### config.mk
export PLATFORM = sky130hd
export DESIGN_NAME = bit_offset_field_copy_core
export DESIGN_NICKNAME = d
export VERILOG_FILES = /design/src/rtl/core/bofc_pkg.sv /design/src/rtl/core/bit_offset_field_copy_core.sv
export SDC_FILE = /design/constraint.sdc
export NUM_CORES = 1
export LEC_CHECK = 0
export BUFFER_PORTS_ARGS = -buffer_cell sky130_fd_sc_hd__clkbuf_2
export CORE_MARGIN = 4
export CORE_UTILIZATION = 55
export DETAILED_ROUTE_END_ITERATION = 10
export GPL_ROUTABILITY_DRIVEN = 1
export GPL_TIMING_DRIVEN = 1
export PLACE_DENSITY = 0.76
export SYNTH_ARGS = -nofsm -noshare
export SYNTH_HDL_FRONTEND = slang
export SYNTH_SLANG_ARGS = --single-unit
export TNS_END_PERCENT = 1
### constraint.sdc
create_clock -name clock -period 5.79 [get_ports clock]
set_clock_uncertainty 0.05 [all_clocks]
set_input_delay 1.737 -clock clock [delete_from_list [all_inputs] [get_ports clock]]
set_output_delay 1.737 -clock clock [all_outputs]
set_load 0.02 [all_outputs]
### src/rtl/core/bofc_pkg.sv
// ----------------------------------------------------------------------------
// Bit offset field copy package
// Shared payload types, register indexes and position width for the core.
// ----------------------------------------------------------------------------
package bofc_pkg;

   // One source byte transfer.
   typedef struct packed {
      logic [7:0] source_byte;
      logic       final_byte;
   } req_type;

   // One destination byte transfer.
   typedef struct packed {
      logic [7:0] dest_byte;
      logic       final_result;
   } rsp_type;

   // Register indexes on the configuration port (word address).
   localparam logic [1:0] REG_SOURCE_BIT_START = 2'd0;
   localparam logic [1:0] REG_DEST_BIT_START   = 2'd1;
   localparam logic [1:0] REG_RUN_LENGTH_BITS  = 2'd2;

   // Width of bit position arithmetic: holds start + length + buffer size.
   localparam int POS_W = 11;

endpackage

### src/rtl/core/bit_offset_field_copy_core.sv
// ----------------------------------------------------------------------------
// Bit offset field copy core
// Loads a source byte buffer, then builds the destination buffer one bit per
// cycle and emits it byte by byte, with the copied run at a bit offset.
// ----------------------------------------------------------------------------
//
//  Channel   Ports                         Direction  Handshake
//  -------   ---------------------------   ---------  --------------------------
//  request   start, busy, req_data         in         start && !busy
//  response  rsp_valid, rsp_data           out        one-cycle strobe
//  config    psel, penable, pwrite, ...    in/out     APB, pready always high
//
// A non-final source byte leaves the core idle.
// After the final byte, the core is busy while it walks the destination bits
// and then drains; the datapath selects and shifts a single bit per cycle.
// A destination byte appears after every eighth bit, the last one in the first
// cycle in which busy is low.
// Reset is synchronous and clears control state and the configuration.
// The receiver cannot stall; results are never held.
module bit_offset_field_copy_core #(
   parameter int BUFFER_BYTES = 32
) (
   input  logic              clock,
   input  logic              reset,
   // Request channel
   input  logic              start,
   output logic              busy,
   input  bofc_pkg::req_type req_data,
   // Response channel
   output logic              rsp_valid,
   output bofc_pkg::rsp_type rsp_data,
   // Configuration port
   input  logic              psel,
   input  logic              penable,
   input  logic              pwrite,
   input  logic [3:0]        paddr,
   input  logic [31:0]       pwdata,
   output logic [31:0]       prdata,
   output logic              pready
);
   import bofc_pkg::*;

   localparam int AW    = (BUFFER_BYTES > 1) ? $clog2(BUFFER_BYTES) : 1;
   localparam int CW    = $clog2(BUFFER_BYTES + 1);
   localparam int DW    = $clog2(8 * BUFFER_BYTES);
   localparam int BYTEW = POS_W - 3;

   typedef enum logic [1:0] {
      IDLE,
      COPY,
      DRAIN
   } state_type;

   state_type         state_ff;
   logic [DW-1:0]     dbit_ff;
   logic [CW-1:0]     load_count_ff;
   logic [7:0]        src_start_ff;
   logic [7:0]        dst_start_ff;
   logic [8:0]        run_len_ff;

   logic [7:0]        mem [BUFFER_BYTES];
   logic [7:0]        rd_data_ff;

   logic              pipe_vld_ff;
   logic              take_ff;
   logic [2:0]        src_sel_ff;
   logic [2:0]        dst_lo_ff;
   logic              last_ff;
   logic [6:0]        shift_ff;

   logic              rsp_valid_ff;
   rsp_type           rsp_data_ff;

   logic              accept;
   logic              cfg_write;
   logic              wr_en;
   logic [POS_W-1:0]  dpos;
   logic [POS_W-1:0]  koff;
   logic [POS_W-1:0]  spos;
   logic              take_in;
   logic [AW-1:0]     rd_addr;
   logic              bit_in;
   logic              dbit_last;

   assign busy      = (state_ff != IDLE);
   assign accept    = start && !busy;
   assign pready    = 1'b1;
   assign cfg_write = psel && penable && pwrite && pready;
   assign wr_en     = accept && (load_count_ff < CW'(BUFFER_BYTES));
   assign dbit_last = (dbit_ff == DW'(8 * BUFFER_BYTES - 1));

   // Register readback.
   always_comb begin
      prdata = '0;
      case (paddr[3:2])
         REG_SOURCE_BIT_START: prdata = {24'd0, src_start_ff};
         REG_DEST_BIT_START:   prdata = {24'd0, dst_start_ff};
         REG_RUN_LENGTH_BITS:  prdata = {23'd0, run_len_ff};
         default:              prdata = '0;
      endcase
   end

   // Map the current destination bit to its source bit and decide whether
   // it lies inside the run, inside the buffer and inside the loaded bytes.
   always_comb begin
      dpos    = POS_W'(dbit_ff);
      koff    = dpos - POS_W'(dst_start_ff);
      spos    = koff + POS_W'(src_start_ff);
      take_in = (dpos >= POS_W'(dst_start_ff))
             && (koff < POS_W'(run_len_ff))
             && (spos < POS_W'(8 * BUFFER_BYTES))
             && (spos[POS_W-1:3] < BYTEW'(load_count_ff));
      rd_addr = take_in ? spos[AW+2:3] : '0;
   end

   // Selected source bit, MSB first within its byte.
   assign bit_in = take_ff & rd_data_ff[~src_sel_ff];

   // Source buffer: written while loading, read one byte a cycle while copying.
   always_ff @(posedge clock) begin
      if (wr_en) begin
         mem[load_count_ff[AW-1:0]] <= req_data.source_byte;
      end
      rd_data_ff <= mem[rd_addr];
   end

   // Control, configuration, bit pipeline and response register.
   always_ff @(posedge clock) begin
      if (reset) begin
         state_ff      <= IDLE;
         dbit_ff       <= '0;
         load_count_ff <= '0;
         src_start_ff  <= '0;
         dst_start_ff  <= '0;
         run_len_ff    <= '0;
         pipe_vld_ff   <= 1'b0;
         rsp_valid_ff  <= 1'b0;
      end else begin
         // Configuration writes.
         if (cfg_write) begin
            case (paddr[3:2])
               REG_SOURCE_BIT_START: src_start_ff <= pwdata[7:0];
               REG_DEST_BIT_START:   dst_start_ff <= pwdata[7:0];
               REG_RUN_LENGTH_BITS:  run_len_ff   <= pwdata[8:0];
               default:              ;
            endcase
         end

         // Sequencer over the destination bits.
         case (state_ff)
            IDLE: begin
               if (wr_en) begin
                  load_count_ff <= load_count_ff + 1'b1;
               end
               if (accept && req_data.final_byte) begin
                  state_ff <= COPY;
                  dbit_ff  <= '0;
               end
            end
            COPY: begin
               if (dbit_last) begin
                  state_ff <= DRAIN;
               end else begin
                  dbit_ff <= dbit_ff + 1'b1;
               end
            end
            DRAIN: begin
               state_ff      <= IDLE;
               load_count_ff <= '0;
               dbit_ff       <= '0;
            end
            default: state_ff <= IDLE;
         endcase

         // First stage: memory read in flight with its bit select.
         pipe_vld_ff <= (state_ff == COPY);
         take_ff     <= take_in;
         src_sel_ff  <= spos[2:0];
         dst_lo_ff   <= dbit_ff[2:0];
         last_ff     <= dbit_last;

         // Second stage: shift the bit in, emit a byte every eighth bit.
         rsp_valid_ff <= 1'b0;
         if (pipe_vld_ff) begin
            shift_ff <= {shift_ff[5:0], bit_in};
            if (dst_lo_ff == 3'd7) begin
               rsp_valid_ff              <= 1'b1;
               rsp_data_ff.dest_byte     <= {shift_ff, bit_in};
               rsp_data_ff.final_result  <= last_ff;
            end
         end
      end
   end

   assign rsp_valid = rsp_valid_ff;
   assign rsp_data  = rsp_data_ff;

   // A result transfer only follows a cycle in which the copy was running.
   assert property (@(posedge clock) disable iff (reset)
      rsp_valid |-> $past(busy))
      else $error("result transfer without a running copy");

   // The load count never passes the buffer size.
   assert property (@(posedge clock) disable iff (reset)
      load_count_ff <= CW'(BUFFER_BYTES))
      else $error("load count overflow");

   // The final byte goes out with the core idle and the source store emptied.
   assert property (@(posedge clock) disable iff (reset)
      rsp_valid && rsp_data.final_result |-> !busy && (load_count_ff == '0))
      else $error("final result while the job is still open");

   // Nothing is loaded while the copy walks the buffer.
   assert property (@(posedge clock) disable iff (reset)
      busy |=> $stable(load_count_ff) || (load_count_ff == '0))
      else $error("source loaded during copy");

endmodule

# Word level (Yosys, flattened, before mapping)
# Memories as Yosys holds them, arrays and structs flattened. A register that Yosys moved wholly into a read port is not among the register bits.
# Cells that the tools add are included.
dict set report word_totals {
  ramBits 256
  inputBits 51
  rom_bits 0
  reg_bits 67
  n_memories 1
  out_inout_bits 44
  elab_cells 78
  latchBits 0
}
# name words word_bits read_ports rd_ports_with_merged_regs write_ports line_no
set mem_list {}
lappend mem_list {mem 32 8 1 1 1 bit_offset_field_copy_core.sv:61} ;# logic [7:0] mem [BUFFER_BYTES];
dict set report classes {
  n_shift 0
  eq_ne 10
  n_addsub 4
  magnitude_cmp 6
  n_bitwise 4
  mul 0
  n_mux 15
  n_reduce_logical 23
  div_mod_pow 0
}
# operator n
set op_table {}
lappend op_table {{case mux 9 bit (3 select lines)} 1}
lappend op_table {{case mux 8 bit (3 select lines)} 1}
lappend op_table {{two-way mux 8 bit} 2}
lappend op_table {{case mux 6 bit (2 select lines)} 1}
lappend op_table {{AND reduction 2 bit} 6}
lappend op_table {{< comparator 11 x 9 -> 1 bit} 1}
lappend op_table {{< comparator 11 x 9 -> 1 bit, second input constant} 1}
lappend op_table {{adder 9 x 9 -> 10 bit} 1}
lappend op_table {{subtractor 8 x 8 -> 9 bit} 1}
lappend op_table {{adder 8 x 1 -> 8 bit, second input constant} 1}
lappend op_table {{equality test 8 bit, second input constant} 1}
lappend op_table {{>= comparator 8 bit} 1}
lappend op_table {{logical AND 1 bit} 8}
lappend op_table {{< comparator 8 x 6 -> 1 bit} 1}
lappend op_table {{inequality test 2 bit, second input constant} 4}
lappend op_table {{adder 6 x 1 -> 6 bit, second input constant} 1}
lappend op_table {{< comparator 6 bit, second input constant} 1}
lappend op_table {{two-way mux 6 bit} 1}
lappend op_table {{AND reduction 3 bit} 2}
lappend op_table {{two-way mux 5 bit} 1}
lappend op_table {{equality test 2 x 1 -> 1 bit, second input constant} 2}
lappend op_table {{equality test 2 bit, second input constant} 2}
lappend op_table {{zero test 2 bit} 2}
lappend op_table {{< comparator 3 x 4 -> 1 bit, second input constant} 1}
lappend op_table {{other kinds (12)} 18}

# Depth between registers and ports, before layout
# Gate-level depths: netlist (run 1).
dict set report logic_depth {
  ltp_word 6
  mapped_depth 28
  depth_no_buf 25
}

# Least setup slack after synthesis (run 1)
# No wires, ideal clock.
dict set report synth_timing {
  kind {flip-flop to flip-flop}
  start {register dst_start_ff[1]}
  end {register rd_data_ff[4] (read register of mem)}
  setup_ns 0.087
  path_stages_with_launch 27
  n_path_buf 3
  t_required_ns 5.653
  arrival_time_ns 5.380
  synth_period_minus_slack_ns 5.517
  slack_ns 0.273
  path_cell_list {dfxtp_1 > inv_1 > ha_1 > nor2b_1 > o31a_1 > o21ai_0 > nand2b_1 > xor2_1 > ha_1 > nand2_1 > a211o_1 > and3_4 > or2_0 > buf_2 > inv_1 > clkbuf_1 > ha_1 > a21o_1 > a21oi_1 > o21ai_0 > a311o_1 > or3_1 > buf_2 > mux2i_1 > a221o_1 > or4_1 > o31ai_1}
}
dict set report synth_between {
  elab_chain_cells 6
  elab_cells_between_ends 10
  classes_between {2 x add/sub; 4 x order compare; 1 x mux; 3 x reduce/logical}
}
# item line_no
set synth_rtl {}
lappend synth_rtl {{start, declared} bit_offset_field_copy_core.sv:58} ;# logic [7:0] dst_start_ff;
lappend synth_rtl {{start signal, assigned} bit_offset_field_copy_core.sv:143} ;# REG_DEST_BIT_START: dst_start_ff <= pwdata[7:0];
lappend synth_rtl {{subtractor 8 x 8 -> 9 bit} bit_offset_field_copy_core.sv:107} ;# koff = dpos - POS_W'(dst_start_ff);
lappend synth_rtl {{adder 9 x 9 -> 10 bit or < comparator 11 x 9 -> 1 bit (tied branches)} {bit_offset_field_copy_core.sv:108, bit_offset_field_copy_core.sv:110}}
lappend synth_rtl {{< comparator 11 x 9 -> 1 bit or logical AND 1 bit (tied branches)} {bit_offset_field_copy_core.sv:111, bit_offset_field_copy_core.sv:110}}
lappend synth_rtl {{logical AND 1 bit} bit_offset_field_copy_core.sv:111} ;# && (spos < POS_W'(8 * BUFFER_BYTES))
lappend synth_rtl {{logical AND 1 bit} bit_offset_field_copy_core.sv:112} ;# && (spos[POS_W-1:3] < BYTEW'(load_count_ff));
lappend synth_rtl {{two-way mux 5 bit (*)} bit_offset_field_copy_core.sv:113} ;# rd_addr = take_in ? spos[AW+2:3] : '0;
lappend synth_rtl {{end, declared} bit_offset_field_copy_core.sv:62} ;# logic [7:0] rd_data_ff;
# Mark *: on every way between the ends. The rest lies on a longest branch, timed or not.
# A chain may end at the register's enable or synchronous reset.

# Final worst setup path (run 1)
dict set report layout_timing {
  start {register dst_start_ff[1]}
  end {register rd_data_ff[6] (read register of mem)}
}
# The elaborated chain is that of the path after synthesis.

==> results of run 1 <==
cells by family after synthesis:
kind of cell | share of synthesized area [%]
XOR/XNOR | 1.15
AND/OR/NAND/NOR | 10.5
buffers and inverters | 3.60
AO/OA/AOI/OAI | 9.73
multiplexers | 6.22
adder cells (fa/ha/maj) | 3.32
flip-flops | 65.4
other | 0.0521
metal layers:
layer	routed length (um)	share of wire (%)	track usage (%)
met3	3470	9.9	3.23
met4	766	2.2	5.36
met5	0	0	0
met2	16500	47	38.4
met1	14200	41	36.5
state kept, by name (all words and copies together) (netlist names):
| name | count |
|---|---|
| rd_data_ff | 8 |
| run_len_ff | 9 |
| dst_start_ff | 8 |
| src_start_ff | 8 |
| last_ff | 1 |
| mem | 256 |
| state_ff | 2 |
| rsp_data | 9 |
| src_sel_ff | 3 |
| take_ff | 1 |
| pipe_vld_ff | 1 |
| load_count_ff | 6 |
| rsp_valid | 1 |
| shift_ff | 7 |
| dbit_ff | 8 |
| dst_lo_ff | 3 |
final cells by class:
| type | count | area (um^2) |
|---|---|---|
| clock buffer | 44 | 930 |
| clock inverter | 16 | 144 |
| fill | 1884 | 9160 |
| inverter | 40 | 163 |
| multi-input combinational | 687 | 4650 |
| sequential | 331 | 9430 |
| tap | 330 | 413 |
| timing repair buffer | 89 | 584 |
cell usage in the layout (no fill, tap or decap), drive strengths merged, types with 35 or more instances in the layout:
master,synthesis,final
edfxtp,280,280
nand2,123,123
nor2,115,115
clkbuf,20,89
mux2i,67,67
dfxtp,51,51
buf,47,44
inv,37,39
a21oi,39,39
o21ai,36,36
ha,35,35
critical path, delay by kind of cell (launching register included):
kind,cells,cell delay [ns]
fa+ha+maj,3,0.87
buf+inv,4,0.50
flops,1,0.33
compound gates,9,1.82
simple gates,8,1.69
xor+xnor,1,0.18
Yosys cell counts, drive strengths merged, types with 8 or more instances:
library cell / instances / area share, %
edfxtp: 280 / 58
nand2: 123 / 3.2
nor2: 115 / 3.0
mux2i: 67 / 4.7
dfxtp: 51 / 7.1
buf: 47 / 2.0
a21oi: 39 / 1.4
inv: 37 / 0.96
o21ai: 36 / 1.3
ha: 35 / 3.0
nand3: 33 / 1.1
clkbuf: 20 / 0.52
xnor2: 13 / 0.84
a22oi: 12 / 0.63
a31oi: 12 / 0.63
a221o: 9 / 0.63
a221oi: 9 / 0.55
o22ai: 9 / 0.39
a211oi: 8 / 0.49
mux4: 8 / 1.3
nand4: 8 / 0.35
nor3: 8 / 0.31
power groups by stage:
| stage | clock network (uW) | registers (uW) | logic [uW] |
|---|---|---|---|
| finish | 2110 | 2630 | 495 |
| global route | 2220 | 2630 | 530 |
| floorplan | 0 | 2670 | 296 |
| global placement | 0 | 2680 | 451 |
| detailed placement | 0 | 2680 | 460 |
| CTS | 2130 | 2630 | 462 |
worst paths after layout:
path,depth (start not counted),from,slack (ns),endpoint
max,25,dst_start_ff[1],0.21,rd_data_ff[6]
max reg2reg,25,dst_start_ff[1],0.21,rd_data_ff[6]
min reg2reg,0,shift_ff[6],0.37,rsp_data[8]
min,0,shift_ff[6],0.37,rsp_data[8]
timing repair:
| action | CTS | global route |
|---|---|---|
| endpoints found under the setup margin | 0 | 8 |
| setup buffers | 0 | 3 |
| resized for setup | 0 | 26 |
per-stage QoR:
step	util (%)	power [uW]
6_report	64.0	5230
5_1_grt	64.0	5380
4_1_cts	63.5	5220
3_5_place_dp	59.3	3140
3_3_place_gp	59.3	3130
2_1_floorplan	-	2970
==> flow_metrics.env, run 1 <==
export IMPL_worstSetupEndpointType="flip-flop"
export IMPL_postRouteAntennaNets=0
export IMPL_ys_seq_area_share_pct=65.4
export IMPL_drv_cap=0
export IMPL_ys_warnings_count=0
export IMPL_cp_required_ns=6.13
export IMPL_ys_flop_type="edfxtp_1"
export IMPL_antenna_cells=0
export IMPL_synth_cells=1103
export IMPL_synthArstFlopShare_pct=0
export IMPL_cp_max_fo=14
export IMPL_max_vdd_ir_drop_mv=0.344
export IMPL_p_comb_share_pct=9.5
export IMPL_track_usage_pct=24.3
export IMPL_dr_pass1_iters=6
export IMPL_clkLatencyLatePin_ns=0.52
export IMPL_drc=0
export IMPL_die_width_um=170
export IMPL_slowest_delay_ns=0.44
export IMPL_synth_distinct_cells=79
export IMPL_drive_gt1_share_pct=15.9
export IMPL_die_h_um=170
export IMPL_crit_arrival_ns=5.92
export IMPL_design_area_mm2=0.0163
export IMPL_cts_buffers=34
export IMPL_hold_viol_final=0
export IMPL_worst_pin_slew_ns=1.04
export IMPL_path_class="flip-flop to flip-flop"
export IMPL_slew_violations=0
export IMPL_core_area_mm2=0.0255
export IMPL_placementRows=58
export IMPL_syn_area_per_cell_um2=13.1
export IMPL_dpl_worst_slack_ns=0.0720
export IMPL_routed_via_count=9430
export IMPL_area_growth_syn_to_layout_pct=13.2
export IMPL_first_iter_violations=1205
export IMPL_post_route_period_util_pct=96.4
export IMPL_start_util_pct=56.6
export IMPL_synth_edff_count=280
export IMPL_cts_tree="built"
export IMPL_pwr_share_clk_pct=40.3
export IMPL_switching_share_pct=23.2
export IMPL_syn_area_mm2=0.0144
export IMPL_drt_wl_total_um=35000
export IMPL_grt_max_degree=39
export IMPL_fin_nets=1271
export IMPL_relSlewSlack_pct=30.2
export IMPL_clk_pin_slew_ns=0.06
export IMPL_dpl_cell_area_mm2=0.0151
export IMPL_placed_cells=1474
export IMPL_cpMostUsedCell="ha_1"
export IMPL_p_int_uw=4020
export IMPL_antenna_found_initial=0
export IMPL_fin_crit_ns=5.58
export IMPL_startpoint_type="flip-flop"
export IMPL_clock_sinks=331
export IMPL_setup_viol=0
export IMPL_fin_ws_ns=0.206
export IMPL_power_density_mw_per_mm2=321
export IMPL_cts_buffer_depth=3
export IMPL_instances_no_fill=1537
export IMPL_synth_seq_cells=331
export IMPL_root_buffer="clkbuf_16"
export IMPL_status="finished clean"
export IMPL_wl_per_cell_um=22.8
export IMPL_port_buffers=45
export IMPL_leakage_uw=0.00597
export IMPL_dp_hpwl_um=23600
export IMPL_die_area_mm2=0.0288
export IMPL_slowest_stage="or3_4"
export IMPL_gp_congestion=0.957
export IMPL_switchingPower_uw=1210
export IMPL_grt_remaining_overflow=0
export IMPL_finalSetupTns_ns=0
export IMPL_whs_ns=0.369
export IMPL_pwr_share_seq_pct=50.3
export IMPL_max_freq_mhz=179
export IMPL_io_pins=95
export IMPL_grt_pass1_wl_um=53600
export IMPL_hp_class="flip-flop to flip-flop"
export IMPL_h_tree_depth=2
export IMPL_grt_pass1_vias=8992
export IMPL_cts_hold_buf=0
export IMPL_avgViaCountPerCell=6.14
Note: power is estimated with default switching activity, not from simulation.
==> run 2: changes to the inputs <==
--- a/config.mk
+++ b/config.mk
@@ -6,7 +6,7 @@
 export NUM_CORES = 1
 export LEC_CHECK = 0
 export BUFFER_PORTS_ARGS = -buffer_cell sky130_fd_sc_hd__clkbuf_2
-export CORE_MARGIN = 4
+export CAP_MARGIN = 25
 export CORE_UTILIZATION = 55
 export DETAILED_ROUTE_END_ITERATION = 10
 export GPL_ROUTABILITY_DRIVEN = 1
==> run 2 against run 1 <==
Against the previous run: global-route usage increased by 2.1 points; sequential share of layout area is 0.23 points lower; final cell count rose by 0.20%; largest cell class unchanged; highest routed layer unchanged.
==> flow_metrics.env, run 2 (synthesis gave the netlist of run 1 again) <==
export IMPL_crit_arrival_ns=5.97
export IMPL_r2r_worst_path_cells=23
export IMPL_track_usage_pct=26.4
export IMPL_h_tree_depth=2
export IMPL_switching_share_pct=22.6
export IMPL_hp_class="flip-flop to flip-flop"
export IMPL_cp_max_fo=6
export IMPL_drive_gt1_share_pct=16.0
export IMPL_ff2ff_setup_slack_ns=0.18
export IMPL_drt_wl_total_um=34400
export IMPL_startpoint="dbit_ff[0]"
export IMPL_relSlewSlack_pct=33.7
export IMPL_startpoint_type="flip-flop"
export IMPL_area_growth_syn_to_layout_pct=13.7
export IMPL_pwr_share_seq_pct=48.6
export IMPL_avgViaCountPerCell=6.13
export IMPL_cp_required_ns=6.16
export IMPL_clk_pin_slew_ns=0.06
export IMPL_worstSetupEndpointType="flip-flop"
export IMPL_finalPower_uw=5410
export IMPL_postRouteAntennaNets=0
export IMPL_grt_pass1_wl_um=52200
export IMPL_wl_met3_um=3320
export IMPL_whs_path_depth=0
export IMPL_wl_met1_um=14200
export IMPL_max_vdd_ir_drop_mv=0.301
export IMPL_route_top_layer_used="met4"
export IMPL_dp_hpwl_um=23100
export IMPL_worst_pin_slew_ns=0.990
export IMPL_die_width_um=164
export IMPL_slowest_delay_ns=0.64
export IMPL_antenna_found_initial=0
export IMPL_path_cells="inv_1 > ha_1 > fa_1 > nand2b_1 > a21oi_1 > a21o_1 > a21oi_1 > xnor2_2 > ha_1 > inv_1 > and3_4 > or2_0 > inv_1 > ha_1 > a21o_1 > a21oi_1 > o21ai_0 > a311o_2 > or4b_1 > a22oi_1 > a221oi_1 > o211a_1 > a31o_1"
export IMPL_min_to="rsp_data[8]"
export IMPL_post_route_period_util_pct=96.8
export IMPL_gp_congestion=0.964
export IMPL_wl_per_cell_um=22.3
export IMPL_cts_tree="built"
export IMPL_grt_remaining_overflow=0
export IMPL_largest_reg_flops=256
export IMPL_grt_max_degree=40
export IMPL_path_class="flip-flop to flip-flop"
export IMPL_rr_startpoint="dbit_ff[0]"
export IMPL_cts_buffers=34
export IMPL_placementRows=58
export IMPL_slowest_stage="or4b_1"
export IMPL_port_buffers=45
export IMPL_die_h_um=164
export IMPL_switchingPower_uw=1220
export IMPL_fillers=1855
export IMPL_clkLatencyLatePin_ns=0.52
export IMPL_start_util_pct=56.6
export IMPL_cts_buffer_depth=3
export IMPL_max_freq_mhz=178
export IMPL_fin_crit_ns=5.61
export IMPL_slew_violations=0
export IMPL_wl_met2_um=15900
export IMPL_whs_ns=0.374
export IMPL_io_pins=95
export IMPL_drc=0
export IMPL_drv_cap=0
export IMPL_setup_viol=0
export IMPL_rr_endpoint="rd_data_ff[1]"
export IMPL_leakage_uw=0.00602
export IMPL_die_area_mm2=0.0268
export IMPL_dr_pass1_iters=6
export IMPL_first_iter_violations=1209
export IMPL_fin_nets=1273
export IMPL_grt_pass1_vias=8896
export IMPL_antenna_cells=0
export IMPL_final_cell_mix="280 x edfxtp_1, 121 x nand2_1, 112 x nor2_1"
export IMPL_status="finished clean"
export IMPL_routed_via_count=9434
export IMPL_core_area_mm2=0.0255
export IMPL_p_comb_share_pct=9.0
export IMPL_power_density_mw_per_mm2=330
export IMPL_pwr_share_clk_pct=42.4
export IMPL_hold_path_startpoint="shift_ff[6]"
export IMPL_root_buffer="clkbuf_16"
export IMPL_final_common_cell="edfxtp_1"
export IMPL_hold_viol_final=0
export IMPL_p_int_uw=4180
export IMPL_clock_sinks=331
run 2: cell types whose count changed in the layout (fill, tap and decap cells not counted), moves of 2 or more:
cell and delta:
clkinv_2 +2, bufinv_16 +4, buf_4 +3, a21oi_1 +2, clkinv_1 -4, a21oi_2 -2
run 2: worst max-delay path, delay by kind of cell (launching register included):
kind / cells / cell delay [ns]
buf+inv: 3 / 0.28
simple gates: 4 / 1.20
compound gates: 11 / 2.21
flops: 1 / 0.32
fa+ha+maj: 4 / 1.23
xor+xnor: 1 / 0.21
run 2: power groups by stage:
| stage | Sequential [uW] | Combinational, uW | Clock [uW] |
|---|---|---|---|
| after floorplan | 2670 | 296 | 0 |
| after global placement | 2680 | 452 | 0 |
| after detailed placement | 2680 | 458 | 0 |
| after CTS | 2630 | 461 | 2310 |
| after global routing | 2630 | 517 | 2400 |
| final | 2630 | 485 | 2290 |
run 2: how the worst max path moves through the flow:
stage	endpoint	slack (ns)	cells past startpoint
2_1_floorplan	rd_data_ff[4]	0.27	26
3_3_place_gp	rd_data_ff[5]	0.14	24
3_5_place_dp	rd_data_ff[1]	0.05	24
4_1_cts	rd_data_ff[5]	0.02	24
5_1_grt	rd_data_ff[7]	-0.04	24
6_report	rd_data_ff[1]	0.18	23
run 2: per-stage QoR:
| step | setup TNS, ns | util (%) | setup WS (ns) | area (um^2) | instances |
|---|---|---|---|---|---|
| after floorplan | 0 | - | 0.273 | 14500 | 1125 |
| after global placement | 0 | 59.3 | 0.140 | 15100 | 1475 |
| after detailed placement | 0 | 59.3 | 0.0472 | 15100 | 1475 |
| after CTS | 0 | 63.9 | 0.0193 | 16300 | 1536 |
| after global routing | -0.176 | 64.3 | -0.0395 | 16400 | 1540 |
| final | 0 | 64.3 | 0.183 | 16400 | 1540 |
run 2: routing by layer:
| metal | vias up | track usage [%] |
|---|---|---|
| met5 | - | 0 |
| met3 | 81 | 5.03 |
| li1 | 4249 | - |
| met4 | 0 | 9.47 |
| met1 | 4595 | 37.6 |
| met2 | 509 | 40.5 |
run 2: layout make-up:
class,instances,area (um^2),share of cell area (%)
Tap cell,330,413,2.52
Timing Repair Buffer,91,587,3.58
Clock buffer,44,920,5.62
Multi-Input combinational cell,687,4620,28.2
Clock inverter,17,254,1.55
Inverter,40,155,0.948
Sequential cell,331,9430,57.6
run 2: repair_timing:
item	4_1_cts	5_1_grt
endpoints found under the setup margin	0	8
gates resized for setup	0	17
setup buffers	0	4
hold buffers	0	0
